==> src/rtl/gcdi_pkg.sv <==
package gcdi_pkg;

    localparam int FIELD_BITS = 64;
    localparam int WORD_BITS  = 64;
    localparam int SHIFT_BITS = $clog2(WORD_BITS);

    typedef logic [WORD_BITS-1:0]  word_t;
    typedef logic [SHIFT_BITS-1:0] shift_t;

    typedef enum logic [2:0] {
        ST_IDLE,
        ST_CHECK,
        ST_ALIGN,
        ST_SUB,
        ST_FIX
    } gcdi_state_t;

    typedef struct packed {
        logic start;
        logic res_ready;
    } gcdi_ctrl_t;

    typedef struct packed {
        logic busy;
        logic done;
    } gcdi_status_t;

endpackage

==> src/rtl/gcdi_core.sv <==
module gcdi_core
    import gcdi_pkg::*;
(
    input  logic         clk,
    input  logic         rst_n,
    input  gcdi_ctrl_t   ctrl,
    input  word_t        x_value,
    input  word_t        y_modulus,
    output gcdi_status_t status,
    output word_t        gcd_result,
    output word_t        inverse_result
);

    gcdi_state_t state_reg, state_next;
    word_t       ra_reg, ra_next;
    word_t       rb_reg, rb_next;
    word_t       ca_reg, ca_next;
    word_t       cb_reg, cb_next;
    word_t       d_reg, d_next;
    word_t       y_reg, y_next;
    shift_t      shift_reg, shift_next;

    word_t d_dbl;
    word_t e_shift;
    word_t ra_sub;
    word_t ca_sub;
    logic  take;

    assign d_dbl   = {d_reg[WORD_BITS-2:0], 1'b0};
    assign e_shift = cb_reg << shift_reg;
    assign take    = (ra_reg >= d_reg);
    assign ra_sub  = take ? (ra_reg - d_reg) : ra_reg;
    assign ca_sub  = take ? (ca_reg - e_shift) : ca_reg;

    assign gcd_result     = ra_reg;
    assign inverse_result = ca_reg[WORD_BITS-1] ? (ca_reg + y_reg) : ca_reg;

    always_ff @(posedge clk or negedge rst_n)
    begin
        if (!rst_n)
        begin
            state_reg <= ST_IDLE;
        end
        else
        begin
            state_reg <= state_next;
        end
    end

    always_ff @(posedge clk)
    begin
        ra_reg    <= ra_next;
        rb_reg    <= rb_next;
        ca_reg    <= ca_next;
        cb_reg    <= cb_next;
        d_reg     <= d_next;
        y_reg     <= y_next;
        shift_reg <= shift_next;
    end

    always_comb
    begin
        state_next  = state_reg;
        ra_next     = ra_reg;
        rb_next     = rb_reg;
        ca_next     = ca_reg;
        cb_next     = cb_reg;
        d_next      = d_reg;
        y_next      = y_reg;
        shift_next  = shift_reg;
        status.busy = (state_reg != ST_IDLE);
        status.done = 1'b0;
        case (state_reg)
            ST_IDLE:
            begin
                if (ctrl.start)
                begin
                    y_next = y_modulus;
                    if (x_value > y_modulus)
                    begin
                        ra_next = x_value;
                        rb_next = y_modulus;
                        ca_next = word_t'(1);
                        cb_next = '0;
                    end
                    else
                    begin
                        ra_next = y_modulus;
                        rb_next = x_value;
                        ca_next = '0;
                        cb_next = word_t'(1);
                    end
                    state_next = ST_CHECK;
                end
            end
            ST_CHECK:
            begin
                d_next     = rb_reg;
                shift_next = '0;
                state_next = (rb_reg == '0) ? ST_FIX : ST_ALIGN;
            end
            ST_ALIGN:
            begin
                if (!d_reg[WORD_BITS-1] && (d_dbl <= ra_reg))
                begin
                    d_next     = d_dbl;
                    shift_next = shift_reg + shift_t'(1);
                end
                else
                begin
                    state_next = ST_SUB;
                end
            end
            ST_SUB:
            begin
                if (shift_reg == '0)
                begin
                    ra_next    = rb_reg;
                    rb_next    = ra_sub;
                    ca_next    = cb_reg;
                    cb_next    = ca_sub;
                    state_next = ST_CHECK;
                end
                else
                begin
                    ra_next    = ra_sub;
                    ca_next    = ca_sub;
                    d_next     = d_reg >> 1;
                    shift_next = shift_reg - shift_t'(1);
                end
            end
            ST_FIX:
            begin
                if (ctrl.res_ready)
                begin
                    status.done = 1'b1;
                    state_next  = ST_IDLE;
                end
            end
            default:
            begin
                state_next = ST_IDLE;
            end
        endcase
    end

    a_divisor_nonzero: assert property (@(posedge clk) disable iff (!rst_n)
        (state_reg == ST_ALIGN || state_reg == ST_SUB) |-> (rb_reg != '0))
        else $error("divisor is zero during a quotient step");

    a_aligned_divisor: assert property (@(posedge clk) disable iff (!rst_n)
        (state_reg == ST_ALIGN || state_reg == ST_SUB) |-> (d_reg == (rb_reg << shift_reg)))
        else $error("shifted divisor lost alignment with its shift count");

    a_remainder_shrinks: assert property (@(posedge clk) disable iff (!rst_n)
        (state_reg == ST_SUB && shift_reg == '0) |=> (rb_reg < ra_reg))
        else $error("remainder is not below the divisor after a step");

    a_done_from_fix: assert property (@(posedge clk) disable iff (!rst_n)
        status.done |-> (state_reg == ST_FIX && rb_reg == '0))
        else $error("result issued before the remainder reached zero");

endmodule

==> src/rtl/gcd_and_modular_inverse_top.sv <==
// Channel  Dir  Beat contents (low bits first)
// s_axis   in   tdata[127:0] = x_value[63:0], y_modulus[63:0]
// m_axis   out  tdata[127:0] = gcd_result[63:0], inverse_result[63:0]
//
// One item at a time; each Euclid step makes a zero test, then the shared shift-subtract
// unit aligns the divisor and takes one quotient bit per subtract step, so the run time
// for 64-bit operands is set by the length of the remainder chain.
// The result sits in an output register, so a new beat is taken while it waits.
// rst_n clears the sequencer and the output valid flag asynchronously.
module gcd_and_modular_inverse_top
    import gcdi_pkg::*;
(
    input  logic                    clk,
    input  logic                    rst_n,
    input  logic                    s_axis_tvalid,
    output logic                    s_axis_tready,
    input  logic [2*FIELD_BITS-1:0] s_axis_tdata,  // x_value, y_modulus
    output logic                    m_axis_tvalid,
    input  logic                    m_axis_tready,
    output logic [2*FIELD_BITS-1:0] m_axis_tdata   // gcd_result, inverse_result
);

    gcdi_ctrl_t   ctrl;
    gcdi_status_t status;
    word_t        gcd_w;
    word_t        inv_w;

    logic                    out_valid_reg, out_valid_next;
    logic [2*FIELD_BITS-1:0] out_data_reg, out_data_next;

    assign s_axis_tready  = !status.busy;
    assign ctrl.start     = s_axis_tvalid && !status.busy;
    assign ctrl.res_ready = !out_valid_reg || m_axis_tready;

    gcdi_core u_core (
        .clk            (clk),
        .rst_n          (rst_n),
        .ctrl           (ctrl),
        .x_value        (s_axis_tdata[WORD_BITS-1:0]),
        .y_modulus      (s_axis_tdata[FIELD_BITS+WORD_BITS-1:FIELD_BITS]),
        .status         (status),
        .gcd_result     (gcd_w),
        .inverse_result (inv_w)
    );

    always_comb
    begin
        out_valid_next = out_valid_reg;
        out_data_next  = out_data_reg;
        if (status.done)
        begin
            out_valid_next = 1'b1;
            out_data_next  = {FIELD_BITS'(inv_w), FIELD_BITS'(gcd_w)};
        end
        else if (m_axis_tready)
        begin
            out_valid_next = 1'b0;
        end
    end

    always_ff @(posedge clk or negedge rst_n)
    begin
        if (!rst_n)
        begin
            out_valid_reg <= 1'b0;
        end
        else
        begin
            out_valid_reg <= out_valid_next;
        end
    end

    always_ff @(posedge clk)
    begin
        out_data_reg <= out_data_next;
    end

    assign m_axis_tvalid = out_valid_reg;
    assign m_axis_tdata  = out_data_reg;

endmodule

==> config.mk <==
export PLATFORM = sky130hd
export DESIGN_NAME = gcd_and_modular_inverse_top
export DESIGN_NICKNAME = d
export VERILOG_FILES = /design/src/rtl/gcdi_pkg.sv /design/src/rtl/gcdi_core.sv /design/src/rtl/gcd_and_modular_inverse_top.sv
export SDC_FILE = /design/constraint.sdc
export NUM_CORES = 2
export LEC_CHECK = 0
export BUFFER_PORTS_ARGS = -buffer_cell sky130_fd_sc_hd__buf_2
export CORE_MARGIN = 2
export CORE_UTILIZATION = 35
export DETAILED_ROUTE_END_ITERATION = 7
export GPL_TIMING_DRIVEN = 0
export PLACE_DENSITY = 0.48
export SLEW_MARGIN = 15
export SYNTH_ARGS = -nofsm -noshare
export SYNTH_HDL_FRONTEND = slang
export SYNTH_HIERARCHICAL = 1
export SYNTH_SLANG_ARGS = --single-unit
export TNS_END_PERCENT = 30
==> constraint.sdc <==
create_clock -name clk -period 16.1 [get_ports clk]
set_input_delay 3.22 -clock clk [delete_from_list [all_inputs] [get_ports clk]]
set_output_delay 3.22 -clock clk [all_outputs]
set_load 0.02 [all_outputs]
Word-level counts from Yosys, hierarchy flattened
Cells that the tools add are included.

word-level totals
  register bits = 522
  bits of input ports = 132
  output and inout bits = 130
  logic and storage cells = 83

cells by class
  $add $sub $neg = 5
  order comparisons = 3
  equality and inequality tests = 10
  shifts and indexed selects = 1
  multiplexer cells = 35
  reduce and logical (&&, ||, !) cells = 18

operators with widths
  operator             count
  $mux 64              14
  $pmux 64 s2          4
  $pmux 64 s3          1
  $sub 64x64->64       2
  $add 64x64->64       1
  $ge 64x64->1         1
  $gt 64x64->1         1
  $le 64x64->1         1
  $logic_not 64->1     1
  $shl 64x6->64        1
  $mux 63              1
  $pmux 6 s3           1
  $mux 3               5
  $pmux 3 s5           1
  $mux 6               2
  $ne 2x2->1 const B   4
  $add 6x1->6 const B  1
  $eq 3x2->1 const B   2
  $logic_not 6->1      1
  $mux 1               6
  $reduce_and 3->1     2
  $reduce_bool 3->1    2
  $sub 6x1->6 const B  1
  $ne 2x1->1 const B   2
  9 further kinds      14

Logic depth before layout (Yosys ltp)
  depth in word-level cells = 5
  mapped depth = 26

By module
Netlist, hierarchy kept.

by module, submodules not included
  module                       times used  cells an instance  area each (sq um)  sequential area each (sq um)
  gcdi_core                    1           4492               38308.0            11786.3
  gcd_and_modular_inverse_top  1           133                3901.2             3868.7

Worst setup path after synthesis
OpenSTA, ideal clock, no wires.

  kind = input -> register
  start = input s_axis_tvalid
  end = register u_core.cb_reg[0], enable pin
  library setup time = 617 ps
  arrival = 10482 ps
  data required time = 15483 ps
  setup slack = 5001 ps
  cell stages on the path = 4
  buffers on the path = 0
  path through = nor2b_1 > and2_1 > nor2_1 > nor2_1

between the ends
  word-level cells in the longest chain between the ends = 3

RTL lines
  what                        line                               text
  from (decl)                 gcd_and_modular_inverse_top.sv:15  input logic s_axis_tvalid,
  $logic_and 1x1->1           gcd_and_modular_inverse_top.sv:32  assign ctrl.start = s_axis_tvalid && !status.busy;
  $ne 2x2->1 (no line)        n/a
  $reduce_and 3->1 (no line)  n/a
  to (signal assigned)        gcdi_core.sv:55                    cb_reg <= cb_next;
  to (decl)                   gcdi_core.sv:18                    word_t cb_reg, cb_next;

Every way passes these cells.
A chain may end at the register's enable or synchronous reset.

Worst setup path after layout
  start = register u_core.shift_reg[0]
  end = register u_core.cb_reg[50] (data pin)

between the ends
  word-level cells in the longest chain between the ends = 5

RTL lines
  what                    line              text
  from (decl)             gcdi_core.sv:21   shift_t shift_reg, shift_next;
  from (signal assigned)  gcdi_core.sv:58   shift_reg <= shift_next;
  $shl 64x6->64           gcdi_core.sv:30   assign e_shift = cb_reg << shift_reg;
  $sub 64x64->64          gcdi_core.sv:33   assign ca_sub = take ? (ca_reg - e_shift) : ca_reg;
  $mux 64                 gcdi_core.sv:33
  $mux 64                 gcdi_core.sv:116  if (shift_reg == '0)
  $pmux 64 s2             gcdi_core.sv:73   case (state_reg)

Every way passes these cells. The select of a mux whose other input is x is not followed.

==> flow_metrics.env <==
export IMPL_antenna_found_initial=14
export IMPL_worst_setup_path_start_kind="register"
export IMPL_synth_top_family_by_area="compound AO/OA/AOI/OAI gates"
export IMPL_largest_reg_flops=128
export IMPL_synth_fa_ha_area_share_pct=9.82
export IMPL_fin_crit_ns=8.93
export IMPL_path_max_fanout=10
export IMPL_wirelength_mm=194
export IMPL_yosysWarnings=6
export IMPL_r2r_start="u_core/shift_reg[0]"
export IMPL_clk_pin_slew_ns=0.06
export IMPL_hold_depth=0
export IMPL_rrSetupSlack_ns=7.17
export IMPL_initial_core_util_pct=35.2
export IMPL_synth_edf_count=518
export IMPL_slew_viol_final=0
export IMPL_cts_buffer_depth=3
export IMPL_ys_flop_type="edfxtp_1"
export IMPL_rows=127
export IMPL_reg2reg_depth=25
export IMPL_cts_tree="done"
export IMPL_fin_tns_setup_ns=0
export IMPL_worst_pin_slew_ns=1.34
export IMPL_core_area_sq_mm=0.120
export IMPL_dpl_hpwl_mm=153
export IMPL_ant_nets=0
export IMPL_syn_avg_cell_area_sq_um=9.13
export IMPL_ios=262
export IMPL_vdd_ir_drop_max_mv=0.0673
export IMPL_cp_data_required_time_ns=16.47
export IMPL_grt_max_degree=85
export IMPL_synth_area_mux_share_pct=11.2
export IMPL_clock_sinks=522
export IMPL_arrival_ns=9.31
export IMPL_cts_htree_levels=3
export IMPL_cts_hold_buf=0
export IMPL_area_growth_syn_to_layout_pct=14.4
export IMPL_layout_setup_ws_ns=7.17
export IMPL_p_leak_uw=0.0198
export IMPL_end_kind="register"
export IMPL_synth_simple_area_share_pct=13.6
export IMPL_die_w_microns=351
export IMPL_cts_root_buf="clkbuf_16"
export IMPL_grt_pass1_wl_mm=274
export IMPL_seq_area_frac_synth_pct=37.1
export IMPL_setup_violations=0
export IMPL_cp_endpoint="u_core/cb_reg[50]"
export IMPL_wl_per_cell_microns=29.2
export IMPL_route_detailed_drc=0
export IMPL_fp_dieH_microns=351
export IMPL_syn_area_sq_mm=0.0422
export IMPL_finClkSkew_ns=0.0378
export IMPL_worstSkewPairLatency_ns=0.67
export IMPL_cts_setup_buffers=0
export IMPL_vias_per_cell=5.90
export IMPL_grt_usage_pct=30.9
export IMPL_final_nets=5436
export IMPL_worstSetupPathType="reg -> reg"
export IMPL_reg2reg_to="u_core/cb_reg[50]"
export IMPL_max_slew_margin_pct=10.1
export IMPL_hp_class="reg -> reg"
export IMPL_drive_above_1_share_pct=12.2
export IMPL_utilization_pct=40.3
export IMPL_grt_setup_unrepaired="no"
export IMPL_postSynthCellCount=4625
export IMPL_power_density_mw_per_mm2=67.9
export IMPL_dieArea_sq_mm=0.123
export IMPL_port_buffers=261
export IMPL_yosys_register_bits=522
export IMPL_hold_viol_final=0
export IMPL_cts_resized=0
export IMPL_first_iter_violations=4154
export IMPL_synth_xor_area_share_pct=3.55
export IMPL_cp_startpoint="u_core/shift_reg[0]"
export IMPL_numCtsBuffers=73
export IMPL_drv_cap=0
export IMPL_gp_congestion=0.981
export IMPL_status="complete, no violations"
export IMPL_fmax_mhz=112
export IMPL_dp_slack_ns=7.36
export IMPL_async_flop_share_pct=0.766
export IMPL_drtPass1Iterations=6
export IMPL_fin_hold_ws_ns=0.510
export IMPL_synth_compound_area_share_pct=20.1
export IMPL_grt_pass1_vias=37200
export IMPL_dr_total_vias=39300
export IMPL_synth_fp_nets=5086
export IMPL_grt_ovfl_total=0
export IMPL_fin_crit_sh_pct=55.5
export IMPL_ys_types=83
critical path: stages, from the launching register on:
cell and delay [ns]:
edfxtp_1 0.37, clkbuf_1 0.69, buf_2 0.57, buf_1 0.85, buf_2 0.48, a211oi_1 0.13
a21oi_1 0.21, a21oi_1 0.12, mux2i_1 0.51, nand2_1 0.10, o21ai_0 0.30, nand2_1 0.14
ha_1 0.29, clkbuf_1 0.34, nand4_1 0.43, nor3_1 0.43, nand3_1 0.21, a311oi_1 0.48
a211oi_2 0.23, o21ai_0 0.36, a31oi_1 0.23, nor4_1 0.60, o21ai_0 0.14, nor2b_1 0.17
mux2i_1 0.16, nor2_1 0.09
cells in the mapped netlist (31+ instances only):
cell	count	area share (%)
xnor2_1	111	2.3
xor2_1	60	1.2
edfxtp_1	518	37
nand3_1	45	0.53
nand2_1	489	4.3
mux2_2	113	3.0
nor2_1	430	3.8
nand2b_1	31	0.46
buf_1	37	0.33
mux4_2	39	2.1
inv_1	257	2.3
a21oi_1	436	5.2
nor3_1	58	0.69
nor2b_1	47	0.70
ha_1	325	9.6
a211oi_1	77	1.4
o21bai_1	49	0.87
mux2i_1	256	6.1
a21o_1	149	2.7
nand4_1	84	1.2
o21ai_0	366	4.3
o31ai_1	34	0.60
o211ai_1	38	0.68
clkbuf_1	196	1.7
worst min path at each step:
| stage | startpoint | endpoint | slack (ns) |
|---|---|---|---|
| detailed placement | u_core/gcd_result[59] | m_axis_tdata[59] | 0.50 |
| global placement | u_core/state_reg[2] | u_core/state_reg[1] | 0.50 |
| CTS | u_core/gcd_result[59] | m_axis_tdata[59] | 0.51 |
| global route | u_core/gcd_result[59] | m_axis_tdata[59] | 0.52 |
| finish | u_core/gcd_result[59] | m_axis_tdata[59] | 0.51 |
| floorplan | u_core/gcd_result[0] | m_axis_tdata[0] | 0.45 |
layer usage:
metal	vias up	GRT usage [%]	part of all wire (%)
li1	17800	-	-
met1	19300	42.0	43
met2	1799	48.1	44
met3	352	4.93	7.3
met4	6	14.0	5.0
met5	-	0	0.023
cells by family after synthesis:
group,Yosys count
buffers and inverters,511
adders and majority gates,329
xor gates and xnor gates,171
AOI/OAI and AO/OA,1379
and+or+nand+nor,1303
DFF,522
muxes,410
metrics by stage:
stage	cells	total power (uW)	instance area, sq um
after global routing	6647	3370	48300
after CTS	6643	3310	48300
final	6649	3280	48300
after global placement	6498	1670	45500
after detailed placement	6512	1670	45900
after floorplan	4625	1590	42200
placed cells by master (no fill, tap or decap), types with 20 or more instances in the layout:
master | synthesis | final
a211oi_1 | 77 | 76
a21o_1 | 149 | 149
a21oi_1 | 436 | 436
a31oi_1 | 30 | 30
buf_1 | 37 | 36
buf_2 | 20 | 283
clkbuf_1 | 196 | 198
clkbuf_16 | 0 | 76
edfxtp_1 | 518 | 518
ha_1 | 325 | 325
inv_1 | 257 | 256
mux2_2 | 113 | 113
mux2i_1 | 256 | 256
mux4_2 | 39 | 39
nand2_1 | 489 | 489
nand2b_1 | 31 | 31
nand3_1 | 45 | 45
nand4_1 | 84 | 84
nor2_1 | 430 | 428
nor2b_1 | 47 | 47
nor3_1 | 58 | 58
nor4_1 | 30 | 29
o211ai_1 | 38 | 38
o21a_1 | 28 | 28
o21ai_0 | 366 | 366
o21bai_1 | 49 | 49
o22ai_1 | 28 | 28
o31ai_1 | 34 | 34
or3_1 | 20 | 20
xnor2_1 | 111 | 111
xor2_1 | 60 | 60
layout make-up:
class,instances,area (sq um)
Timing Repair Buffer,275,1630
Clock buffer,90,1990
Sequential cell,522,15700
Fill cell,12300,71500
Clock inverter,41,362
Inverter,258,976
Tap cell,1612,2020
Antenna cell,6,15.0
Multi-Input combinational cell,3592,24700
Buffer,253,986
report_power, final:
part	leakage (uW)	switching, uW	internal, uW
Sequential	0.00512	0	1470
Clock	0.00114	686	947
Combinational	0.0136	108	65.0
Total	0.0198	794	2490
(Power assumes the default switching activity.)
